--- src/design/tfbt_pkg.sv ---
// shared types and constants of the track flash boundary tagger
// no dependencies; the other design files but tfbt_ram and tfbt_checker refer to this package by scoped names
`default_nettype none

package tfbt_pkg;

	// item operation codes
	typedef enum logic [1:0] {
		OP_CLEAR = 2'd0,
		OP_ADD   = 2'd1,
		OP_TRACK = 2'd2,
		OP_NONE  = 2'd3
	} op_t;

	// configuration register indexes
	localparam logic [2:0] REG_CHARGE_THRESHOLD = 3'd0;
	localparam logic [2:0] REG_MIN_LENGTH       = 3'd1;
	localparam logic [2:0] REG_ANODE_REF        = 3'd2;
	localparam logic [2:0] REG_CATHODE_REF      = 3'd3;
	localparam logic [2:0] REG_ANODE_WIN        = 3'd4;
	localparam logic [2:0] REG_CATHODE_WIN      = 3'd5;
	localparam logic [2:0] REG_Z_WIN            = 3'd6;
	localparam logic [2:0] REG_INV_DRIFT        = 3'd7;

	localparam int CFG_IDX_W  = 3;
	localparam int CFG_DATA_W = 24;

	// offset arithmetic widths (values scaled by 2^16)
	localparam int PROD_W = 41;
	localparam int OFFS_W = 42;
	localparam int DIST_W = 43;

	typedef struct packed {
		logic        [15:0] charge_threshold;
		logic        [15:0] min_length;
		logic signed [18:0] anode_ref;
		logic signed [18:0] cathode_ref;
		logic        [17:0] anode_time_window;
		logic        [17:0] cathode_time_window;
		logic        [14:0] z_window;
		logic        [23:0] inverse_drift;
	} cfg_t;

	typedef enum logic [2:0] {
		ST_IDLE,
		ST_MUL,
		ST_OFFS,
		ST_SCAN,
		ST_DRAIN,
		ST_JUDGE
	} state_t;

	// controller to datapath commands
	typedef struct packed {
		logic load_track;
		logic mul_en;
		logic offs_en;
		logic wr_en;
		logic rd_en;
		logic out_load;
		logic table_empty;
		logic overflow;
	} cmd_t;

	// datapath to controller status
	typedef struct packed {
		logic charge_pass;
	} status_t;

endpackage

`default_nettype wire

--- src/design/tfbt_ctrl.sv ---
// controller: flash table bookkeeping and track scan sequencing
// depends on tfbt_pkg
`default_nettype none

module tfbt_ctrl #(
	parameter int FLASH_SLOTS = 64
) (
	input  wire logic                clk,
	input  wire logic                arst_n,
	input  wire logic                in_valid,
	output logic                     in_stall,
	input  wire logic [1:0]          op,
	output logic                     out_valid,
	input  wire logic                out_stall,
	input  wire tfbt_pkg::status_t   status,
	output tfbt_pkg::cmd_t           cmd,
	output logic [(FLASH_SLOTS > 1 ? $clog2(FLASH_SLOTS) : 1)-1:0] waddr,
	output logic [(FLASH_SLOTS > 1 ? $clog2(FLASH_SLOTS) : 1)-1:0] raddr
);

	localparam int AW = FLASH_SLOTS > 1 ? $clog2(FLASH_SLOTS) : 1;
	localparam int CW = $clog2(FLASH_SLOTS + 1);
	localparam logic [CW-1:0] SLOTS_C = CW'(FLASH_SLOTS);

	tfbt_pkg::state_t state_q, state_d;
	logic [CW-1:0] count_q;
	logic          ovf_q;
	logic [CW-1:0] scan_q;
	logic          drain_q;
	logic          out_valid_q;
	logic          accept;
	logic          scan_last;
	logic          out_free;
	logic          empty;

	assign accept    = in_valid && !in_stall;
	assign empty     = (count_q == '0);
	assign scan_last = ((scan_q + CW'(1)) == count_q);
	assign out_free  = !out_valid_q || !out_stall;

	// next state
	always_comb begin
		state_d = state_q;
		unique case (state_q)
			tfbt_pkg::ST_IDLE: begin
				if (accept && (op == tfbt_pkg::OP_TRACK)) state_d = tfbt_pkg::ST_MUL;
			end
			tfbt_pkg::ST_MUL: state_d = tfbt_pkg::ST_OFFS;
			tfbt_pkg::ST_OFFS: state_d = empty ? tfbt_pkg::ST_JUDGE : tfbt_pkg::ST_SCAN;
			tfbt_pkg::ST_SCAN: begin
				if (scan_last) state_d = tfbt_pkg::ST_DRAIN;
			end
			tfbt_pkg::ST_DRAIN: begin
				if (drain_q) state_d = tfbt_pkg::ST_JUDGE;
			end
			tfbt_pkg::ST_JUDGE: begin
				if (out_free) state_d = tfbt_pkg::ST_IDLE;
			end
			default: state_d = tfbt_pkg::ST_IDLE;
		endcase
	end

	// datapath commands
	always_comb begin
		cmd             = '0;
		cmd.load_track  = accept && (op == tfbt_pkg::OP_TRACK);
		cmd.wr_en       = accept && (op == tfbt_pkg::OP_ADD) && status.charge_pass
			&& (count_q != SLOTS_C);
		cmd.mul_en      = (state_q == tfbt_pkg::ST_MUL);
		cmd.offs_en     = (state_q == tfbt_pkg::ST_OFFS);
		cmd.rd_en       = (state_q == tfbt_pkg::ST_SCAN);
		cmd.out_load    = (state_q == tfbt_pkg::ST_JUDGE) && out_free;
		cmd.table_empty = empty;
		cmd.overflow    = ovf_q;
	end

	assign in_stall  = (state_q != tfbt_pkg::ST_IDLE);
	assign out_valid = out_valid_q;
	assign waddr     = count_q[AW-1:0];
	assign raddr     = scan_q[AW-1:0];

	// state, table bookkeeping and scan counters
	always_ff @(posedge clk or negedge arst_n) begin
		if (!arst_n) begin
			state_q     <= tfbt_pkg::ST_IDLE;
			count_q     <= '0;
			ovf_q       <= 1'b0;
			scan_q      <= '0;
			drain_q     <= 1'b0;
			out_valid_q <= 1'b0;
		end else begin
			state_q <= state_d;
			if (accept && (op == tfbt_pkg::OP_CLEAR)) begin
				count_q <= '0;
				ovf_q   <= 1'b0;
			end else if (accept && (op == tfbt_pkg::OP_ADD) && status.charge_pass) begin
				if (count_q == SLOTS_C) ovf_q <= 1'b1;
				else count_q <= count_q + CW'(1);
			end
			if (state_q == tfbt_pkg::ST_SCAN) scan_q <= scan_q + CW'(1);
			else scan_q <= '0;
			drain_q <= (state_q == tfbt_pkg::ST_DRAIN) && !drain_q;
			if (cmd.out_load) out_valid_q <= 1'b1;
			else if (!out_stall) out_valid_q <= 1'b0;
		end
	end

endmodule

`default_nettype wire

--- config.mk ---
export PLATFORM = sky130hd
export DESIGN_NAME = tfbt_ctrl
export DESIGN_NICKNAME = d
export VERILOG_FILES = /design/src/design/tfbt_pkg.sv /design/src/design/tfbt_ctrl.sv
export SDC_FILE = /design/constraint.sdc
export NUM_CORES = 1
export LEC_CHECK = 0
export BUFFER_PORTS_ARGS = -buffer_cell sky130_fd_sc_hd__buf_4
export CELL_PAD_IN_SITES_DETAIL_PLACEMENT = 0
export CELL_PAD_IN_SITES_GLOBAL_PLACEMENT = 1
export CORE_ASPECT_RATIO = 1.1
export CORE_UTILIZATION = 40
export DETAILED_ROUTE_END_ITERATION = 7
export PLACE_DENSITY = 0.77
export SLEW_MARGIN = 30
export SYNTH_ARGS = -nofsm -noshare
export SYNTH_HDL_FRONTEND = slang
export SYNTH_SLANG_ARGS = --single-unit
--- constraint.sdc ---
create_clock -name clk -period 1.9 [get_ports clk]
set_input_delay 0.285 -clock clk [delete_from_list [all_inputs] [get_ports clk]]
set_output_delay 0.285 -clock clk [all_outputs]
set_load 0.02 [all_outputs]
==> impl_table.tex <==
\begin{tabular}{lr}
\hline
Metric & Value \\
\hline
\multicolumn{2}{l}{\textbf{Run}} \\
Number of max-cap violations & 0 \\
\multicolumn{2}{l}{\textbf{Clock network}} \\
Clk sinks & 20 \\
Htree depth & 1 \\
CTS tree & built \\
Buffers from clock root to sink, at most & 2 \\
Clock root cell & clkbuf\_4 \\
Clock-pin slew of the registers on the worst-case setup and hold paths & 120 ps \\
Clock latency of the later-clocked register in the worst-skew pair & 300 ps \\
Total CTS buffers & 3 \\
\multicolumn{2}{l}{\textbf{Synthesis}} \\
Number of synthesis warnings & 0 \\
Distinct cell type count after synthesis & 34 \\
Synth area leader & dfrtp\_1 \\
Post-synth net total & 139 \\
Seq cells post-synth & 20 \\
Ranking of synthesized cells by area & dfrtp\_1 (40\%), buf\_4 (8.5\%), xor2\_1 (7.8\%), nor2\_1 (6.1\%), xnor2\_1 (5.7\%) \\
Number of enable-type register cells in the synthesized netlist & 0 \\
Average size of a mapped cell & 9.612 um\^{}2 \\
Prevailing post-synth register cell & dfrtp\_1 \\
Proportion of netlist area held by the largest area contributor & 40.36\% \\
Area of the mapped netlist & 1240 um\^{}2 \\
Gate Count Post-Synth & 129 \\
Register area share after synthesis & 40.36\% \\
Proportion of register bits with asynchronous set or reset after synthesis & 100.0\% \\
\multicolumn{2}{l}{\textbf{Floorplan}} \\
Height of the chip & 60.40 um \\
Full die area & 3327 um\^{}2 \\
Horiz. Die Dim & 55.09 um \\
Site Rows & 20 \\
Effective utilization at floorplan & 43.46\% \\
Top Ports & 29 \\
Area of the placeable core & 2853 um\^{}2 \\
\multicolumn{2}{l}{\textbf{Worst setup path}} \\
Crit end category & primary output \\
Required time at the endpoint of the critical path & 1620 ps \\
Worst stage delay on the critical path & 450 ps \\
Worst Path Class, Setup & reg -> out \\
Cell with the largest stage delay on the worst path & dfrtp\_1 \\
Kind of start point of the critical path & flop \\
Cell family contributing the most delay on the critical path & simple AND/OR/NAND/NOR gates \\
Highest fanout seen on the critical path & 3 \\
Arrival time of the worst setup path & 1660 ps \\
Count of buffering cells on the critical path with inverters included & 2 \\
Ordered cell list for the critical path & nor3\_4 -> inv\_2 -> nor4b\_4 -> and2\_4 -> buf\_6 \\
\multicolumn{2}{l}{\textbf{Placement}} \\
Port Buffer Count & 28 \\
Final estimated routing congestion in global placement & 0.8171 \\
Placed insts & 183 \\
Pre-CTS setup slack & 36.68 ps \\
HPWL after detailed placement & 1878 um \\
\multicolumn{2}{l}{\textbf{Cells and area}} \\
Most common cell after layout, fill and taps aside & buf\_4 \\
Diode count & 0 \\
Final standard cell count with taps included and fillers excluded & 197 \\
Share of the core filled with cells in the final layout & 57.24\% \\
Total Nets Final & 175 \\
Share of final-layout standard cells stronger than drive strength 1 & 40.24\% \\
Layout overhead on the synthesized area & 31.69\% \\
Highest-count cells in the layout ignoring fill and taps & buf\_4 (42), nor2\_1 (20), dfrtp\_1 (18) \\
\multicolumn{2}{l}{\textbf{Timing}} \\
Part of the cycle the worst path needs & 102.4\% \\
Number of pins exceeding their max-slew limit in the final report & 0 \\
Clock period minus final worst setup slack & 1946 ps \\
Unrepaired setup endpoints after global routing & true \\
Peak clock frequency supported by timing & 513.8 MHz \\
Worst-Margin Slew & 522.2 ps \\
Final hold violations & 0 \\
Hold slack & 236.6 ps \\
Worst setup margin & -46.37 ps \\
Worst slew slack as a fraction of its limit & 65.06\% \\
Clock skew & 4.434 ps \\
Final count of negative-setup-slack endpoints & 1 \\
\multicolumn{2}{l}{\textbf{Detailed routing}} \\
Wire length reported by the detailed router & 2540 um \\
WL/cell & 12.89 um \\
Average vias per placed instance & 5.066 \\
Total number of vias & 998 \\
Count of nets left with antenna violations after detail routing & 0 \\
Drt pass-1 iters & 5 \\
Total DRC errors in the routed layout & 0 \\
Number of DRC markers after the initial detailed-route iteration & 27 \\
\multicolumn{2}{l}{\textbf{GRT}} \\
First-pass GRT wire length & 4167 um \\
Largest net degree at the start of global routing & 21 \\
Number of antenna violations at the first check in global routing & 0 \\
GR Overflow Total & 0 \\
Overall track demand over capacity in global routing & 17.39\% \\
Number of global-route vias before repair & 923 \\
\multicolumn{2}{l}{\textbf{Pwr}} \\
Maximum resistive drop on vdd & 0.0009314 V \\
LEAKAGE & 0.8156 nW \\
Power density of the placed cells & 1206 nW/um\^{}2 \\
\multicolumn{2}{l}{\textbf{Min path}} \\
Hold Path Class & in -> reg \\
\multicolumn{2}{l}{\textbf{Status}} \\
Status & finished, violations left \\
Violations in the final reports & negative setup slack \\
\hline
\end{tabular}
-- worst paths after layout --
check	endpoint	slack [ps]	startpoint	depth (start not counted)
hold / removal	out_valid	240	out_stall	3
max in group asynchronous	count_q[3]	1290	arst_n	2
hold reg to reg	drain_q	440	drain_q	1
setup / recovery	cmd[4]	-50	state_q[2]	5
setup reg to reg	state_q[2]	120	scan_q[1]	6
min in group asynchronous	out_valid	380	arst_n	2
-- synthesized netlist by cell type (3+ instances only) --
cell      n
a21oi_1   6
buf_4    14
dfrtp_1  20
ha_1      3
inv_1     4
nand2_1   6
nand3_1   4
nand4_1   4
nor2_1   20
nor4_1    3
or2_2     3
xnor2_1   8
xor2_1   11
-- worst reg2reg max path: cells and delay by family, from the launching register on --
kind                     cells  cell delay (ps)
flip-flops                   1              380
XOR/XNOR                     1              260
AO/OA/AOI/OAI                1              290
adder cells (fa/ha/maj)      1              210
AND/OR/NAND/NOR              3              540
-- state kept, by name (all words and copies together), names as in the netlist --
| register | count |
|---|---|
| state_q | 3 |
| scan_q | 7 |
| out_valid | 1 |
| drain_q | 1 |
| count_q | 7 |
| ovf_q | 1 |
-- per-stage QoR --
stage	TNS, ps	cell area [um^2]	power [mW]
after floorplan	0	1240	1.226
after global placement	0	1439	1.468
after CTS	-73.18	1562	1.916
after detailed placement	0	1439	1.479
after global routing	-216.0	1633	2.110
final	-46.37	1633	1.969
-- cells by family (layout without fill, tap and decap cells) --
kind of cell | count (synthesis) | after routing | synth area share (%)
XOR/XNOR | 20 | 20 | 15.24
adder cells (fa/ha/maj) | 3 | 3 | 3.028
flip-flops | 20 | 20 | 40.36
AO/OA/AOI/OAI | 11 | 11 | 5.853
AND/OR/NAND/NOR | 54 | 54 | 24.32
buffers and inverters | 21 | 56 | 11.20
-- layout make-up --
type,instances,area [um^2]
Sequential cell,20,503.0
Fill cell,259,1220
Clock buffer,3,22.52
Timing Repair Buffer,47,370.4
Inverter,5,18.77
Clock inverter,1,30.03
Tap cell,33,41.29
Multi-Input combinational cell,88,646.9
-- timing repair --
item / CTS / global route
resized for setup: 7 / 8
endpoints found under the hold margin: 20 / 0
pin swaps: 3 / 4
hold buffers: 1 / 0
setup buffers: 5 / 4
endpoints found under the setup margin: 4 / 7
-- metal layers --
metal  share of wire (%)  track usage (%)  wire length (um)
met5                   0                0                 0
met4                0.47            5.357                12
met3                 4.2            2.506               106
met2                  49            27.37              1251
met1                  46            24.57              1170
-- where the power goes --
| part | leakage, nW | internal (mW) | switching, mW |
|---|---|---|---|
| clock network | 0.0279 | 0.213 | 0.141 |
| registers | 0.268 | 0.507 | 0.0899 |
| logic | 0.520 | 0.494 | 0.524 |
| total | 0.816 | 1.21 | 0.755 |
Power figures use the tool's default switching activity.
