## config.mk

```make
export PLATFORM = sky130hd
export DESIGN_NAME = tfbt_dp
export DESIGN_NICKNAME = d
export VERILOG_FILES = /design/src/design/tfbt_pkg.sv /design/src/design/tfbt_ram.sv /design/src/design/tfbt_dp.sv
export SDC_FILE = /design/constraint.sdc
export NUM_CORES = 2
export LEC_CHECK = 0
export ABC_CLOCK_PERIOD_IN_PS = 14600
export BUFFER_PORTS_ARGS = -buffer_cell sky130_fd_sc_hd__buf_2
export CAP_MARGIN = 20
export CORE_MARGIN = 3
export CORE_UTILIZATION = 55
export DETAILED_ROUTE_END_ITERATION = 10
export PLACE_DENSITY = 0.71
export SLEW_MARGIN = 20
export SYNTH_ARGS = -nofsm -noshare
export SYNTH_HDL_FRONTEND = slang
export SYNTH_SLANG_ARGS = --single-unit
```

## constraint.sdc

```tcl
create_clock -name clk -period 14.6 [get_ports clk]
set_input_delay 0.73 -clock clk [delete_from_list [all_inputs] [get_ports clk]]
set_output_delay 0.73 -clock clk [all_outputs]
set_load 0.05 [all_outputs]
```

## src/design/tfbt_pkg.sv

```systemverilog
// shared types and constants of the track flash boundary tagger
// no dependencies; the other design files but tfbt_ram and tfbt_checker refer to this package by scoped names
`default_nettype none

package tfbt_pkg;

	// item operation codes
	typedef enum logic [1:0] {
		OP_CLEAR = 2'd0,
		OP_ADD   = 2'd1,
		OP_TRACK = 2'd2,
		OP_NONE  = 2'd3
	} op_t;

	// configuration register indexes
	localparam logic [2:0] REG_CHARGE_THRESHOLD = 3'd0;
	localparam logic [2:0] REG_MIN_LENGTH       = 3'd1;
	localparam logic [2:0] REG_ANODE_REF        = 3'd2;
	localparam logic [2:0] REG_CATHODE_REF      = 3'd3;
	localparam logic [2:0] REG_ANODE_WIN        = 3'd4;
	localparam logic [2:0] REG_CATHODE_WIN      = 3'd5;
	localparam logic [2:0] REG_Z_WIN            = 3'd6;
	localparam logic [2:0] REG_INV_DRIFT        = 3'd7;

	localparam int CFG_IDX_W  = 3;
	localparam int CFG_DATA_W = 24;

	// offset arithmetic widths (values scaled by 2^16)
	localparam int PROD_W = 41;
	localparam int OFFS_W = 42;
	localparam int DIST_W = 43;

	typedef struct packed {
		logic        [15:0] charge_threshold;
		logic        [15:0] min_length;
		logic signed [18:0] anode_ref;
		logic signed [18:0] cathode_ref;
		logic        [17:0] anode_time_window;
		logic        [17:0] cathode_time_window;
		logic        [14:0] z_window;
		logic        [23:0] inverse_drift;
	} cfg_t;

	typedef enum logic [2:0] {
		ST_IDLE,
		ST_MUL,
		ST_OFFS,
		ST_SCAN,
		ST_DRAIN,
		ST_JUDGE
	} state_t;

	// controller to datapath commands
	typedef struct packed {
		logic load_track;
		logic mul_en;
		logic offs_en;
		logic wr_en;
		logic rd_en;
		logic out_load;
		logic table_empty;
		logic overflow;
	} cmd_t;

	// datapath to controller status
	typedef struct packed {
		logic charge_pass;
	} status_t;

endpackage

`default_nettype wire

```

## src/design/tfbt_ram.sv

```systemverilog
// generic single write port ram with registered read
// no dependencies
`default_nettype none

module tfbt_ram #(
	parameter int WIDTH = 35,
	parameter int DEPTH = 64
) (
	input  wire logic                                    clk,
	input  wire logic                                    we,
	input  wire logic [(DEPTH > 1 ? $clog2(DEPTH) : 1)-1:0] waddr,
	input  wire logic [WIDTH-1:0]                        wdata,
	input  wire logic                                    re,
	input  wire logic [(DEPTH > 1 ? $clog2(DEPTH) : 1)-1:0] raddr,
	output logic      [WIDTH-1:0]                        rdata
);

	logic [WIDTH-1:0] mem_q [DEPTH];

	// write and registered read
	always_ff @(posedge clk) begin
		if (we) begin
			mem_q[waddr] <= wdata;
		end
		if (re) begin
			rdata <= mem_q[raddr];
		end
	end

endmodule

`default_nettype wire

```

## src/design/tfbt_dp.sv

```systemverilog
// datapath: flash memory, offset arithmetic, closest flash search, result register
// depends on tfbt_pkg and tfbt_ram
`default_nettype none

module tfbt_dp #(
	parameter int FLASH_SLOTS = 64
) (
	input  wire logic                clk,
	input  wire logic                arst_n,
	input  wire tfbt_pkg::cfg_t      cfg,
	input  wire tfbt_pkg::cmd_t      cmd,
	output tfbt_pkg::status_t        status,
	input  wire logic [(FLASH_SLOTS > 1 ? $clog2(FLASH_SLOTS) : 1)-1:0] waddr,
	input  wire logic [(FLASH_SLOTS > 1 ? $clog2(FLASH_SLOTS) : 1)-1:0] raddr,
	input  wire logic signed [18:0]  flash_time,
	input  wire logic signed [15:0]  flash_z,
	input  wire logic        [15:0]  flash_charge,
	input  wire logic signed [15:0]  start_x,
	input  wire logic signed [15:0]  start_y,
	input  wire logic signed [15:0]  start_z,
	input  wire logic signed [15:0]  end_x,
	input  wire logic signed [15:0]  end_y,
	input  wire logic signed [15:0]  end_z,
	input  wire logic        [15:0]  track_length,
	output logic                     tagged_res,
	output logic                     length_ok,
	output logic             [3:0]   test_mask,
	output logic                     table_empty,
	output logic                     flash_overflow
);

	localparam int PW = tfbt_pkg::PROD_W;
	localparam int OW = tfbt_pkg::OFFS_W;
	localparam int DW = tfbt_pkg::DIST_W;

	// track registers
	logic signed [15:0] xa_q, xc_q;
	logic signed [16:0] zsum_q;
	logic               pos_q, len_ok_q;
	logic signed [PW-1:0] prod_a_q, prod_c_q;
	logic signed [OW-1:0] off_a_q, off_c_q;

	// scan pipeline
	logic               v_s1, v_s2;
	logic [34:0]        rdata;
	logic signed [18:0] rt;
	logic signed [15:0] rz;
	logic [DW-1:0]      dist_a_s2, dist_c_s2;
	logic signed [15:0] z_s2;
	logic               found_a_q, found_c_q;
	logic [DW-1:0]      best_a_q, best_c_q;
	logic signed [15:0] bz_a_q, bz_c_q;

	// result register
	logic       tagged_q, len_q, empty_q, ovf_q;
	logic [3:0] mask_q;

	logic signed [16:0] dx;
	logic               start_top;
	logic signed [15:0] top_x, bot_x;
	logic signed [OW-1:0] ref_a_ext, ref_c_ext;
	logic signed [DW-1:0] t_ext, diff_a, diff_c;
	logic [DW-1:0]      abs_a, abs_c;
	logic               hit_a, hit_c;
	logic [3:0]         mask_d;

	assign status.charge_pass = (flash_charge > cfg.charge_threshold);

	// flash table storage, time and z packed together
	tfbt_ram #(
		.WIDTH(35),
		.DEPTH(FLASH_SLOTS)
	) u_ram (
		.clk  (clk),
		.we   (cmd.wr_en),
		.waddr(waddr),
		.wdata({flash_time, flash_z}),
		.re   (cmd.rd_en),
		.raddr(raddr),
		.rdata(rdata)
	);

	assign rt = rdata[34:16];
	assign rz = rdata[15:0];

	// orientation: start is top only if its y is strictly higher
	assign start_top = (start_y > end_y);
	assign top_x     = start_top ? start_x : end_x;
	assign bot_x     = start_top ? end_x : start_x;
	assign dx        = 17'(bot_x) - 17'(top_x);

	// latch track, anode lane uses top x when drifting positive
	always_ff @(posedge clk) begin
		if (cmd.load_track) begin
			pos_q    <= !dx[16] && (dx != 17'sd0);
			xa_q     <= (!dx[16] && (dx != 17'sd0)) ? top_x : bot_x;
			xc_q     <= (!dx[16] && (dx != 17'sd0)) ? bot_x : top_x;
			zsum_q   <= 17'(start_z) + 17'(end_z);
			len_ok_q <= (track_length >= cfg.min_length);
		end
	end

	// x times inverse drift, then reference removed
	assign ref_a_ext = OW'(signed'({cfg.anode_ref, 16'h0}));
	assign ref_c_ext = OW'(signed'({cfg.cathode_ref, 16'h0}));

	always_ff @(posedge clk) begin
		if (cmd.mul_en) begin
			prod_a_q <= PW'(xa_q * signed'({1'b0, cfg.inverse_drift}));
			prod_c_q <= PW'(xc_q * signed'({1'b0, cfg.inverse_drift}));
		end
		if (cmd.offs_en) begin
			off_a_q <= OW'(prod_a_q) - ref_a_ext;
			off_c_q <= OW'(prod_c_q) - ref_c_ext;
		end
	end

	// distance of one flash from each lane's offset
	assign t_ext  = DW'(signed'({rt, 16'h0}));
	assign diff_a = DW'(off_a_q) - t_ext;
	assign diff_c = DW'(off_c_q) - t_ext;
	assign abs_a  = diff_a[DW-1] ? DW'(-diff_a) : DW'(diff_a);
	assign abs_c  = diff_c[DW-1] ? DW'(-diff_c) : DW'(diff_c);

	always_ff @(posedge clk) begin
		if (v_s1) begin
			dist_a_s2 <= abs_a;
			dist_c_s2 <= abs_c;
			z_s2      <= rz;
		end
	end

	// running minimum, first flash kept on ties
	always_ff @(posedge clk or negedge arst_n) begin
		if (!arst_n) begin
			v_s1      <= 1'b0;
			v_s2      <= 1'b0;
			found_a_q <= 1'b0;
			found_c_q <= 1'b0;
		end else begin
			v_s1 <= cmd.rd_en;
			v_s2 <= v_s1;
			if (cmd.offs_en) begin
				found_a_q <= 1'b0;
				found_c_q <= 1'b0;
			end else if (v_s2) begin
				if (!found_a_q || (dist_a_s2 < best_a_q)) found_a_q <= 1'b1;
				if (!found_c_q || (dist_c_s2 < best_c_q)) found_c_q <= 1'b1;
			end
		end
	end

	always_ff @(posedge clk) begin
		if (v_s2 && (!found_a_q || (dist_a_s2 < best_a_q))) begin
			best_a_q <= dist_a_s2;
			bz_a_q   <= z_s2;
		end
		if (v_s2 && (!found_c_q || (dist_c_s2 < best_c_q))) begin
			best_c_q <= dist_c_s2;
			bz_c_q   <= z_s2;
		end
	end

	// window tests on the best flash of each lane
	function automatic logic z_pass(input logic signed [16:0] zsum,
		input logic signed [15:0] z, input logic [14:0] zw);
		logic signed [17:0] dz2;
		logic signed [17:0] zw2;
		begin
			dz2 = 18'(zsum) - 18'(signed'({z, 1'b0}));
			zw2 = signed'({2'b00, zw, 1'b0});
			z_pass = (dz2 > -zw2) && (dz2 < zw2);
		end
	endfunction

	assign hit_a = found_a_q && (best_a_q < DW'({cfg.anode_time_window, 16'h0}))
		&& z_pass(zsum_q, bz_a_q, cfg.z_window);
	assign hit_c = found_c_q && (best_c_q < DW'({cfg.cathode_time_window, 16'h0}))
		&& z_pass(zsum_q, bz_c_q, cfg.z_window);

	assign mask_d = !len_ok_q ? 4'b0000 :
		pos_q ? {hit_c, 1'b0, 1'b0, hit_a} : {1'b0, hit_c, hit_a, 1'b0};

	// result register
	always_ff @(posedge clk) begin
		if (cmd.out_load) begin
			mask_q   <= mask_d;
			tagged_q <= (mask_d != 4'b0000);
			len_q    <= len_ok_q;
			empty_q  <= cmd.table_empty;
			ovf_q    <= cmd.overflow;
		end
	end

	assign tagged_res     = tagged_q;
	assign length_ok      = len_q;
	assign test_mask      = mask_q;
	assign table_empty    = empty_q;
	assign flash_overflow = ovf_q;

endmodule

`default_nettype wire

```

==> reports/qor.csv <==
stage,metric,value,unit
cts,clk_pin_slew,0.06,ns
routing,wirelength,356000,um
worst_setup_path,required,15.32,ns
sta,timing.slew.headroom,24.0,%
logic_synthesis,synth_top_area_share,57.2,%
grt,track_usage,26.9,%
sta,fin_skew,0.0977,ns
worst_setup_path,ff2ff_path_depth,23,
placement,gp_congestion,0.897,
worst_setup_path,regToRegEndpoint,prod_c_q[39],
logic_synthesis,synth.area.top_cells,"edfxtp_1, mux4_2, fa_1",
routing,antenna_left,0,
cts,cts.hold.buffers_added,3,
worst_setup_path,startpoint,xc_q[4],
floorplanning,die_area,266000,um^2
sta,setup_viol,0,
grt,overflow,0,
routing,routed_via_density,6.20,
logic_synthesis,synth-edff-count,2720,
floorplanning,io_pins,339,
logic_synthesis,synth_cells,9391,
placement,portBuffers,338,
placement,hpwl,225000,um
worst_setup_path,path_max_fanout,24,
floorplanning,initial_utilization,55.5,%
logic_synthesis,ys_ff_latch,2724,
worst_setup_path,crit_end,prod_c_q[39],
routing,wl_per_cell,26.6,um
logic_synthesis,yosysSeqAreaShare,57.2,%
finish,n_fill_cell,18441,
logic_synthesis,synth_most_common_cell,edfxtp_1,
hold_path,hp-class,input pin to flop,
grt,grt_pass1_wl,534000,um
floorplanning,row_count,186,
sta,slew_violations,0,
floorplanning,fp.dieW,516,um
finish,layout-drive-gt1-share,17.1,%
job,cap_violations,0,
cts,cts_buffers,291,
run_status,status,finished clean,
cts,cts_max_level,5,
routing,via_count,82964,
sta,finalHoldViolCount,0,
cts,root_buffer,clkbuf_16,
worst_setup_path,worst-endpoint-arrival,8.91,ns
routing,drt_iter0_drc,8947,
finish,fin_nets,11392,
worst_setup_path,critPathLaunchType,flop,
worst_setup_path,r2r_slack,6.42,ns
sta,min_period_over_period,56.1,%
logic_synthesis,async_reset_ff_share,0.147,%
grt,grt_max_degree,118,
hold_path,hold_start,cmd[5],
cts,clk_path_buf_depth,4,
sta,rsz0062_at_grt,false,
worst_setup_path,cp-end-kind,flop,
worst_setup_path,regToRegStartpoint,xc_q[4],
floorplanning,die_y,516,um
logic_synthesis,ys_warn_count,0,
cts,cts_sinks,2724,
logic_synthesis,yosys-top-cells-count,"edfxtp_1, inv_1, mux4_2",
sta,fmax,122,MHz
cts,cts_resized,0,
cts,post_cts_buffers,0,
grt,antenna_found_initial,42,
floorplanning,core_area,258000,um^2
finish,seq_area,81800,um^2
routing,firstDrtPassIters,8,
logic_synthesis,syn-cell-area,143000,um^2
logic_synthesis,synth_cell_types,86,
sta,setup_tns,0,ns
logic_synthesis,syn_area_per_cell,15.2,um^2
routing,drc,0,
logic_synthesis,synth_ff_type,edfxtp_1,
sta,period_minus_slack,8.18,ns
worst_setup_path,worstSetupPathType,flop to flop,
sta,tightest_slew,1.14,ns
cts,worstSkewPairLatency,0.94,ns
logic_synthesis,synth_top_area_cell,edfxtp_1,
logic_synthesis,syn_nets,10998,
finish,syn_to_final_growth,10.6,%
grt,grt_pass1_vias,84644,
finish,multi_input_area,55900,um^2
cts,cts_tree,done,
==> through the flow <==
step / instances / instance area (um^2) / worst slack (ns) / utilization [%] / hold WS, ns
finish: 13391 / 158000 / 6.42 / 61.4 / 0.0769
global route: 13384 / 158000 / 6.01 / 61.3 / 0.0418
CTS: 13370 / 158000 / 6.50 / 61.3 / 0.0101
detailed placement: 12871 / 149000 / 6.13 / 57.8 / 0.407
global placement: 12871 / 149000 / 6.22 / 57.8 / 0.403
floorplan: 9391 / 143000 / 7.69 / - / 0.400
==> logic make-up after synthesis <==
| logic type | share of synthesized area [%] |
|---|---|
| AOI/OAI and AO/OA | 4.40 |
| buffers and inverters | 3.99 |
| adders and majority gates | 14.6 |
| DFF | 57.2 |
| xor gates and xnor gates | 1.70 |
| muxes | 11.7 |
| and+or+nand+nor | 6.41 |
==> worst min-delay path by stage <==
stage                  to  slack [ns]  depth (start not counted)
6_report        found_a_q        0.08                          2
5_1_grt         found_c_q        0.04                          2
4_1_cts         found_c_q        0.01                          2
3_5_place_dp      z_s2[8]        0.41                          0
3_3_place_gp   off_a_q[0]        0.40                          0
2_1_floorplan  off_a_q[0]        0.40                          0
==> critical path, stage by stage, from the launching register on <==
cell	delay [ns]
edfxtp_1	1.05
and2_1	0.28
fa_1	0.39
inv_1	0.08
fa_1	0.44
fa_1	0.51
inv_1	0.05
fa_1	0.49
fa_1	0.51
inv_1	0.05
fa_1	0.47
inv_1	0.04
ha_1	0.34
nand3_1	0.13
or3_1	0.38
nand2b_1	0.21
a311oi_1	0.82
o31ai_1	0.30
o311ai_0	0.54
a211o_1	0.28
nand2_1	0.07
a21oi_1	0.22
a211o_1	0.17
xor2_1	0.16
==> placed cells by master, fill, tap and decap left out, types with 63 or more instances in the layout <==
cell type	instances
nor2_4	63
a21oi_1	312
buf_2	305
nor3_1	85
ha_1	658
mux4_2	730
nor2_1	296
clkbuf_16	299
nand2b_1	81
inv_1	1132
nand3_1	106
xor2_1	84
and2_1	357
nand2_1	604
fa_1	619
a21o_1	106
xnor2_1	192
o21ai_0	175
nor2b_1	89
edfxtp_1	2720
buf_4	149
==> final cells by class <==
| cell class | count | area share, % |
|---|---|---|
| antenna | 19 | 0.0301 |
| clock buffer | 356 | 4.88 |
| clock inverter | 140 | 0.791 |
| inverter | 1134 | 2.69 |
| multi-input combinational | 5166 | 35.4 |
| sequential | 2724 | 51.7 |
| tap | 3384 | 2.68 |
| timing repair buffer | 468 | 1.81 |
==> routing by layer <==
layer	wire [um]	vias to the layer above	GRT usage, %
met3	29900	705	4.49
met5	76	-	0
met1	139000	42922	37.2
met4	12000	12	8.82
met2	175000	3995	43.9
li1	-	35330	-
==> registers in the layout, summed over array words and instances (netlist names), 35 cells and up <==
signal       count
u_ram.mem_q   2240
best_a_q        43
prod_c_q        41
prod_a_q        41
dist_c_s2       43
off_c_q         42
best_c_q        43
u_ram.rdata     35
off_a_q         42
dist_a_s2       43
Power is left out: the tool's default activity adds up to more than one toggle a clock period on the data nets, which glitch-free logic cannot reach.
