<file path="config.mk">
export PLATFORM = sky130hd
export DESIGN_NAME = tfbt_regs
export DESIGN_NICKNAME = d
export VERILOG_FILES = /design/src/design/tfbt_pkg.sv /design/src/design/tfbt_regs.sv
export SDC_FILE = /design/constraint.sdc
export NUM_CORES = 1
export LEC_CHECK = 0
export BUFFER_PORTS_ARGS = -buffer_cell sky130_fd_sc_hd__buf_4
export CELL_PAD_IN_SITES_DETAIL_PLACEMENT = 1
export CELL_PAD_IN_SITES_GLOBAL_PLACEMENT = 1
export CORE_ASPECT_RATIO = 0.75
export CORE_MARGIN = 2
export CORE_UTILIZATION = 41
export CTS_CLUSTER_SIZE = 12
export DETAILED_ROUTE_END_ITERATION = 10
export MAX_ROUTING_LAYER = met4
export PLACE_DENSITY = 0.74
export REMOVE_ABC_BUFFERS = 1
export SLEW_MARGIN = 5
export SYNTH_ARGS = -nofsm -noshare
export SYNTH_HDL_FRONTEND = slang
export SYNTH_SLANG_ARGS = --single-unit
</file>
<file path="constraint.sdc">
create_clock -name clk -period 0.9 [get_ports clk]
set_input_delay 0.135 -clock clk [delete_from_list [all_inputs] [get_ports clk]]
set_output_delay 0.135 -clock clk [all_outputs]
set_load 0.05 [all_outputs]
</file>
<file path="src/design/tfbt_pkg.sv">
// shared types and constants of the track flash boundary tagger
// no dependencies; the other design files but tfbt_ram and tfbt_checker refer to this package by scoped names
`default_nettype none

package tfbt_pkg;

	// item operation codes
	typedef enum logic [1:0] {
		OP_CLEAR = 2'd0,
		OP_ADD   = 2'd1,
		OP_TRACK = 2'd2,
		OP_NONE  = 2'd3
	} op_t;

	// configuration register indexes
	localparam logic [2:0] REG_CHARGE_THRESHOLD = 3'd0;
	localparam logic [2:0] REG_MIN_LENGTH       = 3'd1;
	localparam logic [2:0] REG_ANODE_REF        = 3'd2;
	localparam logic [2:0] REG_CATHODE_REF      = 3'd3;
	localparam logic [2:0] REG_ANODE_WIN        = 3'd4;
	localparam logic [2:0] REG_CATHODE_WIN      = 3'd5;
	localparam logic [2:0] REG_Z_WIN            = 3'd6;
	localparam logic [2:0] REG_INV_DRIFT        = 3'd7;

	localparam int CFG_IDX_W  = 3;
	localparam int CFG_DATA_W = 24;

	// offset arithmetic widths (values scaled by 2^16)
	localparam int PROD_W = 41;
	localparam int OFFS_W = 42;
	localparam int DIST_W = 43;

	typedef struct packed {
		logic        [15:0] charge_threshold;
		logic        [15:0] min_length;
		logic signed [18:0] anode_ref;
		logic signed [18:0] cathode_ref;
		logic        [17:0] anode_time_window;
		logic        [17:0] cathode_time_window;
		logic        [14:0] z_window;
		logic        [23:0] inverse_drift;
	} cfg_t;

	typedef enum logic [2:0] {
		ST_IDLE,
		ST_MUL,
		ST_OFFS,
		ST_SCAN,
		ST_DRAIN,
		ST_JUDGE
	} state_t;

	// controller to datapath commands
	typedef struct packed {
		logic load_track;
		logic mul_en;
		logic offs_en;
		logic wr_en;
		logic rd_en;
		logic out_load;
		logic table_empty;
		logic overflow;
	} cmd_t;

	// datapath to controller status
	typedef struct packed {
		logic charge_pass;
	} status_t;

endpackage

`default_nettype wire

</file>
<file path="src/design/tfbt_regs.sv">
// configuration register file
// depends on tfbt_pkg
`default_nettype none

module tfbt_regs (
	input  wire logic                           clk,
	input  wire logic                           arst_n,
	input  wire logic                           cfg_we,
	input  wire logic [tfbt_pkg::CFG_IDX_W-1:0]  cfg_index,
	input  wire logic [tfbt_pkg::CFG_DATA_W-1:0] cfg_data,
	output tfbt_pkg::cfg_t                      cfg
);

	tfbt_pkg::cfg_t cfg_q;

	// register writes, decoded by index
	always_ff @(posedge clk or negedge arst_n) begin
		if (!arst_n) begin
			cfg_q.charge_threshold    <= 16'd0;
			cfg_q.min_length          <= 16'd0;
			cfg_q.anode_ref           <= 19'sd8;
			cfg_q.cathode_ref         <= 19'sd36656;
			cfg_q.anode_time_window   <= 18'd80;
			cfg_q.cathode_time_window <= 18'd80;
			cfg_q.z_window            <= 15'd1280;
			cfg_q.inverse_drift       <= 24'd589824;
		end else if (cfg_we) begin
			unique case (cfg_index)
				tfbt_pkg::REG_CHARGE_THRESHOLD: cfg_q.charge_threshold <= cfg_data[15:0];
				tfbt_pkg::REG_MIN_LENGTH:       cfg_q.min_length <= cfg_data[15:0];
				tfbt_pkg::REG_ANODE_REF:        cfg_q.anode_ref <= cfg_data[18:0];
				tfbt_pkg::REG_CATHODE_REF:      cfg_q.cathode_ref <= cfg_data[18:0];
				tfbt_pkg::REG_ANODE_WIN:        cfg_q.anode_time_window <= cfg_data[17:0];
				tfbt_pkg::REG_CATHODE_WIN:      cfg_q.cathode_time_window <= cfg_data[17:0];
				tfbt_pkg::REG_Z_WIN:            cfg_q.z_window <= cfg_data[14:0];
				tfbt_pkg::REG_INV_DRIFT:        cfg_q.inverse_drift <= cfg_data[23:0];
				default: ;
			endcase
		end
	end

	assign cfg = cfg_q;

endmodule

`default_nettype wire

</file>
==> metrics.cfg, run 1 <==
[clock_network]
clockRootBuffer = clkbuf_16
clkTransAtPathRegs_ps = 50
cts_inserted_buffers = 17
clk_latency_ps = 410
h-tree-depth = 4
cts_tree = built
cts.sinks = 145
clockBufferDepth = 2

[run]
drv_cap = 0

[global_route]
grt-ovfl-total = 0
antenna_found_initial = 0
grt_pass1_wl_um = 25500
grt_start_max_net_pins = 51
grt_usage_pct = 24.4
grt_pass1_vias = 4169

[place]
port-buffer-count = 174
place_inst = 664
place_ws_ps = -419
dpl.hpwl_um = 10300
gp_congestion = 0.734

[route]
vias_per_cell = 5.02
drtIter0Drc = 100
wl_per_cell_um = 23.1
wl_um = 17300
drc = 0
detail-route-antenna-nets = 0
num_vias = 3767
firstDrtPassIters = 4

[worst_hold_path]
holdPathStages = 2
hold_class = in2reg
worstHoldStart = cfg_data[5]
whs_endpoint = cfg[118]

[worst_setup_path]
crit_family = flip-flops
path_buf_inv = 1
critPathMaxStageDelay_ps = 570
r2r_end = cfg[142]
cp-end-kind = output port
r2r-start = cfg[142]
slowest_stage = dfstp_2
required_ps = 760
worstRegToRegCells = 2
reg2reg_setup_slack_ps = -70
cp_cell_sequence = buf_8
path_depth = 1
critPathKind = reg2out
path_max_fanout = 2
worstPathArrival_ps = 1130
crit_path_start_kind = flop

[timing]
fin_crit_ps = 1260
skew_ps = 0
rsz0062_at_grt = true
whs_ps = 16.2
worstMarginPinSlew_ps = 274
fin_ws_ps = -364
clock.fmax_mhz = 791
min_period_over_period_pct = 140
slew_viol_final = 0
slew_headroom_pct = 81.8
finalHoldViolCount = 0
setup_violations = 161

[cells_and_area]
final_cells = 751
drive_gt1_share_pct = 74.5
antennaDiodeCount = 0
syn_to_final_growth_pct = 63.8
largest_reg_flops = 145
fin_nets = 597
final_cell_mix = buf_6 (153), dfrtp_1 (129), mux2_2 (107), buf_4 (58), mux2_4 (34)
final_common_cell = buf_6
final_util_pct = 69.6

[synthesis]
ys_seq_elements = 145
syn_inst = 315
synth_fa_ha_area_share_pct = 0
ys_top_cells_by_area = dfrtp_1 (58%), mux2_2 (26%), dfstp_2 (7.5%)
seq_area_frac_synth_pct = 65.3
yosys_warnings = 0
synth_simple_gate_area_share_pct = 2.17
syn_area_um2 = 5580
synth-xor-area-share_pct = 0
synth_top_area_share_pct = 57.8
yosysUniqueCellTypes = 15
muxShareOfSynthArea_pct = 29.9
yosys.area.top_type = dfrtp_1
synth_top_family_by_area = multiplexers
synth.avg_cell_area_um2 = 17.7
synth_compound_area_share_pct = 0

[pwr]
p_leak_nw = 4.31
p_per_area_nw_per_um2 = 3150
vdd_drop_max_v = 0.00225
finalPower_w = 0.0288

[die]
ios = 175
die_area_um2 = 14600
die_w_um = 139
num_rows = 36
die_h_um = 105
core-area_um2 = 13200
initial_core_util_pct = 42.5

[outcome]
status = finished, violations left
failed_checks = negative setup slack

==> logic make-up (layout without fill, tap and decap cells) <==
logic type | Yosys count | after routing
mux | 145 | 145
buf+inv | 17 | 282
simple gates | 8 | 8
flops | 145 | 145
==> final cells by class <==
class / instances / area [um^2]
sequential: 145 / 3650
clock buffer: 29 / 551
tap: 171 / 214
clock inverter: 3 / 90.1
multi-input combinational: 153 / 1880
fill: 1128 / 4000
timing repair buffer: 250 / 2760
==> per-layer routing <==
metal	wire length [um]	global-route usage [%]	vias to the layer above
met5	0	-	-
met4	77	4.40	0
met3	1280	9.26	10
met2	8630	39.4	133
met1	7340	30.0	1990
li1	-	-	1634
==> metrics by stage <==
| step | TNS [ps] | cell area, um^2 |
|---|---|---|
| floorplan | -39900 | 5440 |
| global placement | -47900 | 7270 |
| detailed placement | -50130 | 7270 |
| CTS | -33250 | 8820 |
| global route | -38010 | 9150 |
| finish | -32290 | 9150 |
==> power by group <==
group	leakage, nW	switching [W]	internal (W)
Clock	0.314	0.00257	0.00496
Sequential	1.72	0.00124	0.00810
Combinational	2.28	0.00699	0.00495
Total	4.31	0.0108	0.0180
==> Yosys cell counts, drive strengths merged <==
master and count:
nor4b 1, and4bb 3, nand4 1, dfrtp 129, nand4b 3, mux2 145, dfstp 16, buf 17
==> how the worst max path moves through the flow <==
stage | from | end | slack, ps
after detailed placement | cfg_index[0] | cfg[133] | -420
final | cfg[63] | cfg[63] | -360
after CTS | cfg[63] | cfg[63] | -380
after floorplan | cfg_index[0] | cfg[129] | -630
after global placement | cfg_index[2] | cfg[81] | -370
after global routing | cfg[32] | cfg[32] | -400
==> repair_timing <==
action,4_1_cts,5_1_grt
setup endpoints to repair,145,175
cloned,0,1
pin swaps,0,1
hold endpoints to repair,155,0
buffers inserted,26,28
hold buffers,10,0
gates resized for setup,164,44
Power figures use the tool's default switching activity.
==> run 2, diff against run 1 <==
CORE_ASPECT_RATIO = not set   (was 0.75)
SKIP_LAST_GASP = 1   (was not set)
==> metrics.cfg, run 2 (synthesis gave the netlist of run 1 again) <==
[outcome]
status = finished, violations left  ; unchanged
failed_checks = negative setup slack  ; unchanged

[worst_hold_path]
whs_endpoint = cfg[96]  ; was cfg[118]
worstHoldStart = cfg_data[2]  ; was cfg_data[5]
hold_class = in2reg  ; unchanged
holdPathStages = 2  ; unchanged

[worst_setup_path]
slowest_stage = dfstp_2  ; unchanged
crit_family = flip-flops  ; unchanged
cp-end-kind = output port  ; unchanged
path_max_fanout = 2  ; unchanged
r2r_end = cfg[77]  ; was cfg[142]
critPathKind = reg2out  ; unchanged
crit_path_start_kind = flop  ; unchanged
worstRegToRegCells = 2  ; unchanged
reg2reg_setup_slack_ps = -50  ; was -70 ps
r2r-start = cfg[77]  ; was cfg[142]
required_ps = 760  ; about the same
cp_cell_sequence = buf_8  ; unchanged
worstPathArrival_ps = 1150  ; was 1130 ps
path_buf_inv = 1  ; unchanged
critPathMaxStageDelay_ps = 570  ; about the same

[clock_network]
clkTransAtPathRegs_ps = 60  ; was 50 ps
cts.sinks = 145  ; unchanged
cts_inserted_buffers = 17  ; unchanged
cts_tree = built  ; unchanged
clk_latency_ps = 420  ; was 410 ps
h-tree-depth = 4  ; unchanged
clockRootBuffer = clkbuf_16  ; unchanged
clockBufferDepth = 2  ; unchanged

[timing]
skew_ps = 0  ; unchanged
worstMarginPinSlew_ps = 249  ; was 274 ps
min_period_over_period_pct = 143  ; was 140%
fin_setup_tns_ps = -32740  ; was -32290 ps
finalHoldViolCount = 0  ; unchanged
fin_crit_ps = 1290  ; was 1260 ps
setup_violations = 170  ; was 161
slew_headroom_pct = 83.4  ; was 81.8%
rsz0062_at_grt = true  ; unchanged
clock.fmax_mhz = 776  ; was 791 MHz
fin_ws_ps = -388  ; was -364 ps
slew_viol_final = 0  ; unchanged

[pwr]
p_leak_nw = 4.33  ; was 4.31 nW
vdd_drop_max_v = 0.00202  ; was 0.00225 V
p_per_area_nw_per_um2 = 3090  ; was 3150 nW/um^2
finalPower_w = 0.0286  ; was 0.0288 W

[die]
core-area_um2 = 13300  ; was 13200 um^2
num_rows = 42  ; was 36
die_h_um = 121  ; was 105 um
ios = 175  ; unchanged
die_w_um = 121  ; was 139 um
initial_core_util_pct = 42.0  ; was 42.5%
die_area_um2 = 14600  ; about the same

[route]
drc = 0  ; unchanged
detail-route-antenna-nets = 0  ; unchanged
vias_per_cell = 4.92  ; was 5.02
wl_per_cell_um = 23.3  ; was 23.1 um
drtIter0Drc = 150  ; was 100
firstDrtPassIters = 4  ; unchanged
num_vias = 3787  ; was 3767
wl_um = 17900  ; was 17300 um

[cells_and_area]
seqCellArea_um2 = 3650  ; unchanged
fin_nets = 610  ; was 597
largest_reg_flops = 145  ; unchanged
final_cell_mix = buf_6 (161), dfrtp_1 (129), mux2_2 (116), buf_4 (56), mux2_4 (25)  ; was buf_6 (153), dfrtp_1 (129), mux2_2 (107), buf_4 (58), mux2_4 (34)
drive_gt1_share_pct = 74.5  ; about the same
multiInputGateArea_um2 = 1850  ; was 1880 um^2
final_common_cell = buf_6  ; unchanged
n_fill_cell = 1167  ; was 1128
antennaDiodeCount = 0  ; unchanged
syn_to_final_growth_pct = 65.9  ; was 63.8%

[place]
dpl.hpwl_um = 9970  ; was 10300 um
port-buffer-count = 174  ; unchanged
gp_congestion = 0.772  ; was 0.734

[global_route]
grt_start_max_net_pins = 28  ; was 51
grt_pass1_vias = 4406  ; was 4169
antenna_found_initial = 0  ; unchanged
grt_pass1_wl_um = 25400  ; was 25500 um
grt_usage_pct = 24.7  ; was 24.4%
grt-ovfl-total = 0  ; unchanged

[run]
drv_cap = 0  ; unchanged

run 2: cell types whose count changed in the layout (fill, tap and decap cells not counted), sizes merged:
cell / change
clkbuf: -6
clkinv: +4
clkinvlp: +2
buf: +8
dlygate4sd3: +5
run 2: worst register-to-register path, delay by kind of cell, from the launching register on:
family / cells / cell delay [ps]
muxes: 1 / 270
buffers and inverters: 1 / 150
DFF: 1 / 410
run 2: timing repair:
action                                  4_1_cts  5_1_grt
hold buffers                                 15        0
buffers inserted                             30       35
pin swaps                                     0        1
endpoints found under the setup margin      145      182
endpoints found under the hold margin       160        0
gates resized for setup                     161       46
gates cloned                                  0        1
run 2: where the power goes:
group	internal (W)	switching (W)
Combinational	0.00502	0.00704
Sequential	0.00810	0.00125
Clock	0.00464	0.00260
Total	0.0178	0.0109
run 2: worst max path at each step:
| stage | start | to | slack, ps | depth (start not counted) |
|---|---|---|---|---|
| 2_1_floorplan | cfg_index[0] | cfg[129] | -630 | 2 |
| 3_3_place_gp | cfg_index[0] | cfg[130] | -410 | 4 |
| 3_5_place_dp | cfg_index[0] | cfg[132] | -440 | 4 |
| 4_1_cts | cfg[43] | cfg[43] | -380 | 1 |
| 5_1_grt | cfg[84] | cfg[84] | -410 | 1 |
| 6_report | cfg[84] | cfg[84] | -390 | 1 |
run 2: area by class of cell:
| class | instances | area share (%) |
|---|---|---|
| timing repair buffer | 263 | 31.6 |
| sequential | 145 | 39.4 |
| clock buffer | 23 | 5.27 |
| multi-input combinational | 153 | 20.0 |
| clock inverter | 9 | 1.39 |
| tap | 176 | 2.38 |
run 2: per-layer routing:
| metal | up-vias | GRT usage (%) | wire length, um | part of all wire, % |
|---|---|---|---|---|
| met2 | 121 | 43.4 | 9890 | 55 |
| met4 | 0 | 11.0 | 379 | 2.1 |
| met1 | 1994 | 26.6 | 6920 | 39 |
| met5 | - | - | 0 | 0 |
| li1 | 1656 | - | - | - |
| met3 | 16 | 5.90 | 714 | 4.0 |
run 2: per-stage QoR:
step | setup slack, ps | utilization [%] | hold WS, ps | area, um^2 | std cells
2_1_floorplan | -629 | - | -161 | 5440 | 298
3_3_place_gp | -413 | 55.2 | 2.11 | 7330 | 673
3_5_place_dp | -442 | 55.2 | 3.39 | 7330 | 673
4_1_cts | -378 | 67.2 | 0.291 | 8930 | 750
5_1_grt | -412 | 69.7 | 16.5 | 9260 | 769
6_report | -388 | 69.7 | 32.4 | 9260 | 769
==> run 3, diff against run 2 <==
BUFFER_PORTS_ARGS = -buffer_cell sky130_fd_sc_hd__buf_2   (was -buffer_cell sky130_fd_sc_hd__buf_4)
CORE_ASPECT_RATIO = 0.9   (was not set)
==> metrics.cfg, run 3 (synthesis gave the netlist of run 1 again) <==
[outcome]
status = finished, violations left  ; unchanged
failed_checks = negative setup slack  ; unchanged

[cells_and_area]
drive_gt1_share_pct = 73.9  ; was 74.5%
final_cells = 742  ; was 769
multiInputGateArea_um2 = 1840  ; was 1850 um^2
antennaDiodeCount = 0  ; unchanged
seqCellArea_um2 = 3650  ; unchanged
largest_reg_flops = 145  ; unchanged
n_fill_cell = 1161  ; was 1167
syn_to_final_growth_pct = 59.3  ; was 65.9%
fin_nets = 591  ; was 610
final_common_cell = buf_6  ; unchanged
final_cell_mix = buf_6 (149), dfrtp_1 (129), mux2_2 (120), buf_4 (29), buf_2 (27)  ; was buf_6 (161), dfrtp_1 (129), mux2_2 (116), buf_4 (56), mux2_4 (25)

[clock_network]
cts.sinks = 145  ; unchanged
clk_latency_ps = 410  ; was 420 ps
clockRootBuffer = clkbuf_16  ; unchanged
cts_tree = built  ; unchanged
clockBufferDepth = 2  ; unchanged
clkTransAtPathRegs_ps = 60  ; about the same
h-tree-depth = 4  ; unchanged
cts_inserted_buffers = 17  ; unchanged

[place]
port-buffer-count = 174  ; unchanged
dpl.hpwl_um = 9870  ; was 9970 um
place_inst = 661  ; was 673
place_ws_ps = -416  ; was -442 ps
gp_congestion = 0.743  ; was 0.772

[worst_setup_path]
critPathMaxStageDelay_ps = 550  ; was 570 ps
cp-end-kind = output port  ; unchanged
worstRegToRegCells = 2  ; unchanged
worstPathArrival_ps = 1120  ; was 1150 ps
slowest_stage = dfstp_2  ; unchanged
critPathKind = reg2out  ; unchanged
path_depth = 1  ; unchanged
path_buf_inv = 1  ; unchanged
crit_path_start_kind = flop  ; unchanged
required_ps = 760  ; about the same
cp_cell_sequence = buf_8  ; unchanged
crit_family = flip-flops  ; unchanged
path_max_fanout = 2  ; unchanged

[die]
die_area_um2 = 14600  ; about the same
die_w_um = 127  ; was 121 um
die_h_um = 115  ; was 121 um
ios = 175  ; unchanged
num_rows = 40  ; was 42
core-area_um2 = 13300  ; about the same
initial_core_util_pct = 41.9  ; was 42.0%

[route]
detail-route-antenna-nets = 0  ; unchanged
firstDrtPassIters = 4  ; unchanged
wl_per_cell_um = 23.0  ; was 23.3 um
vias_per_cell = 4.96  ; was 4.92
wl_um = 17100  ; was 17900 um
drc = 0  ; unchanged
num_vias = 3679  ; was 3787
drtIter0Drc = 145  ; was 150

[timing]
worstMarginPinSlew_ps = 249  ; about the same
slew_headroom_pct = 83.4  ; about the same
fin_ws_ps = -355  ; was -388 ps
fin_setup_tns_ps = -32340  ; was -32740 ps
min_period_over_period_pct = 139  ; was 143%
clock.fmax_mhz = 797  ; was 776 MHz
skew_ps = 0  ; unchanged
slew_viol_final = 0  ; unchanged
rsz0062_at_grt = true  ; unchanged
finalHoldViolCount = 0  ; unchanged
fin_crit_ps = 1260  ; was 1290 ps
setup_violations = 168  ; was 170
whs_ps = 22.8  ; was 32.4 ps

[global_route]
grt_pass1_wl_um = 25100  ; was 25400 um
grt_pass1_vias = 4145  ; was 4406
antenna_found_initial = 0  ; unchanged
grt-ovfl-total = 0  ; unchanged
grt_usage_pct = 24.4  ; was 24.7%
grt_start_max_net_pins = 47  ; was 28

[run]
drv_cap = 0  ; unchanged

[pwr]
p_leak_nw = 4.16  ; was 4.33 nW
p_per_area_nw_per_um2 = 3090  ; about the same
vdd_drop_max_v = 0.00210  ; was 0.00202 V

[worst_hold_path]
hold_class = in2reg  ; unchanged
holdPathStages = 2  ; unchanged

[run 3: cell count changes in the layout (fill, tap and decap cells not counted), sizes merged]
cell and delta:
clkbuf +3, buf -11, bufinv -2, dlygate4sd3 -8
clkinvlp -1
[run 3: worst paths after layout]
kind	from	endpoint	slack, ps
setup / recovery	cfg[45]	cfg[45]	-360
hold / removal	cfg_data[17]	cfg[74]	20
setup reg to reg	cfg[111]	cfg[111]	-40
hold reg to reg	cfg[117]	cfg[117]	520
max in group asynchronous	arst_n	cfg[84]	200
min in group asynchronous	arst_n	cfg[68]	140
[run 3: layout make-up]
cell class,instances,area share [%]
multi-input cells,153,20.7
repair buffers,244,30.0
well taps,168,2.36
flip-flops and latches,145,41.0
clock inverters,6,0.689
clock buffers,26,5.28
[run 3: routing by layer]
layer / vias to the layer above / GRT usage, % / routed length [um] / part of all wire, %
met1: 1940 / 25.6 / 6300 / 37
li1: 1609 / - / - / -
met4: 0 / 6.23 / 190 / 1.1
met3: 17 / 9.25 / 1160 / 6.8
met2: 113 / 43.4 / 9400 / 55
met5: - / - / 0 / 0
[run 3: per-stage QoR]
step	instance area [um^2]	power, W	util [%]
2_1_floorplan	5440	0.0154	-
3_3_place_gp	6870	0.0176	51.6
3_5_place_dp	6870	0.0179	51.6
4_1_cts	8600	0.0270	64.6
5_1_grt	8890	0.0284	66.8
6_report	8890	0.0275	66.8
[run 3: report_power, final]
group / internal [W] / switching, W / total [W]
Combinational: 0.00478 / 0.00695 / 0.0117
Clock: 0.00387 / 0.00259 / 0.00646
Sequential: 0.00810 / 0.00121 / 0.00931
Total: 0.0167 / 0.0108 / 0.0275
[run 3: repair_timing]
action | 4_1_cts | 5_1_grt
endpoints found under the setup margin | 145 | 168
gates resized for setup | 303 | 35
pin swaps | 0 | 1
cloned | 0 | 1
endpoints found under the hold margin | 138 | 0
setup buffers | 23 | 24
hold buffers | 7 | 0
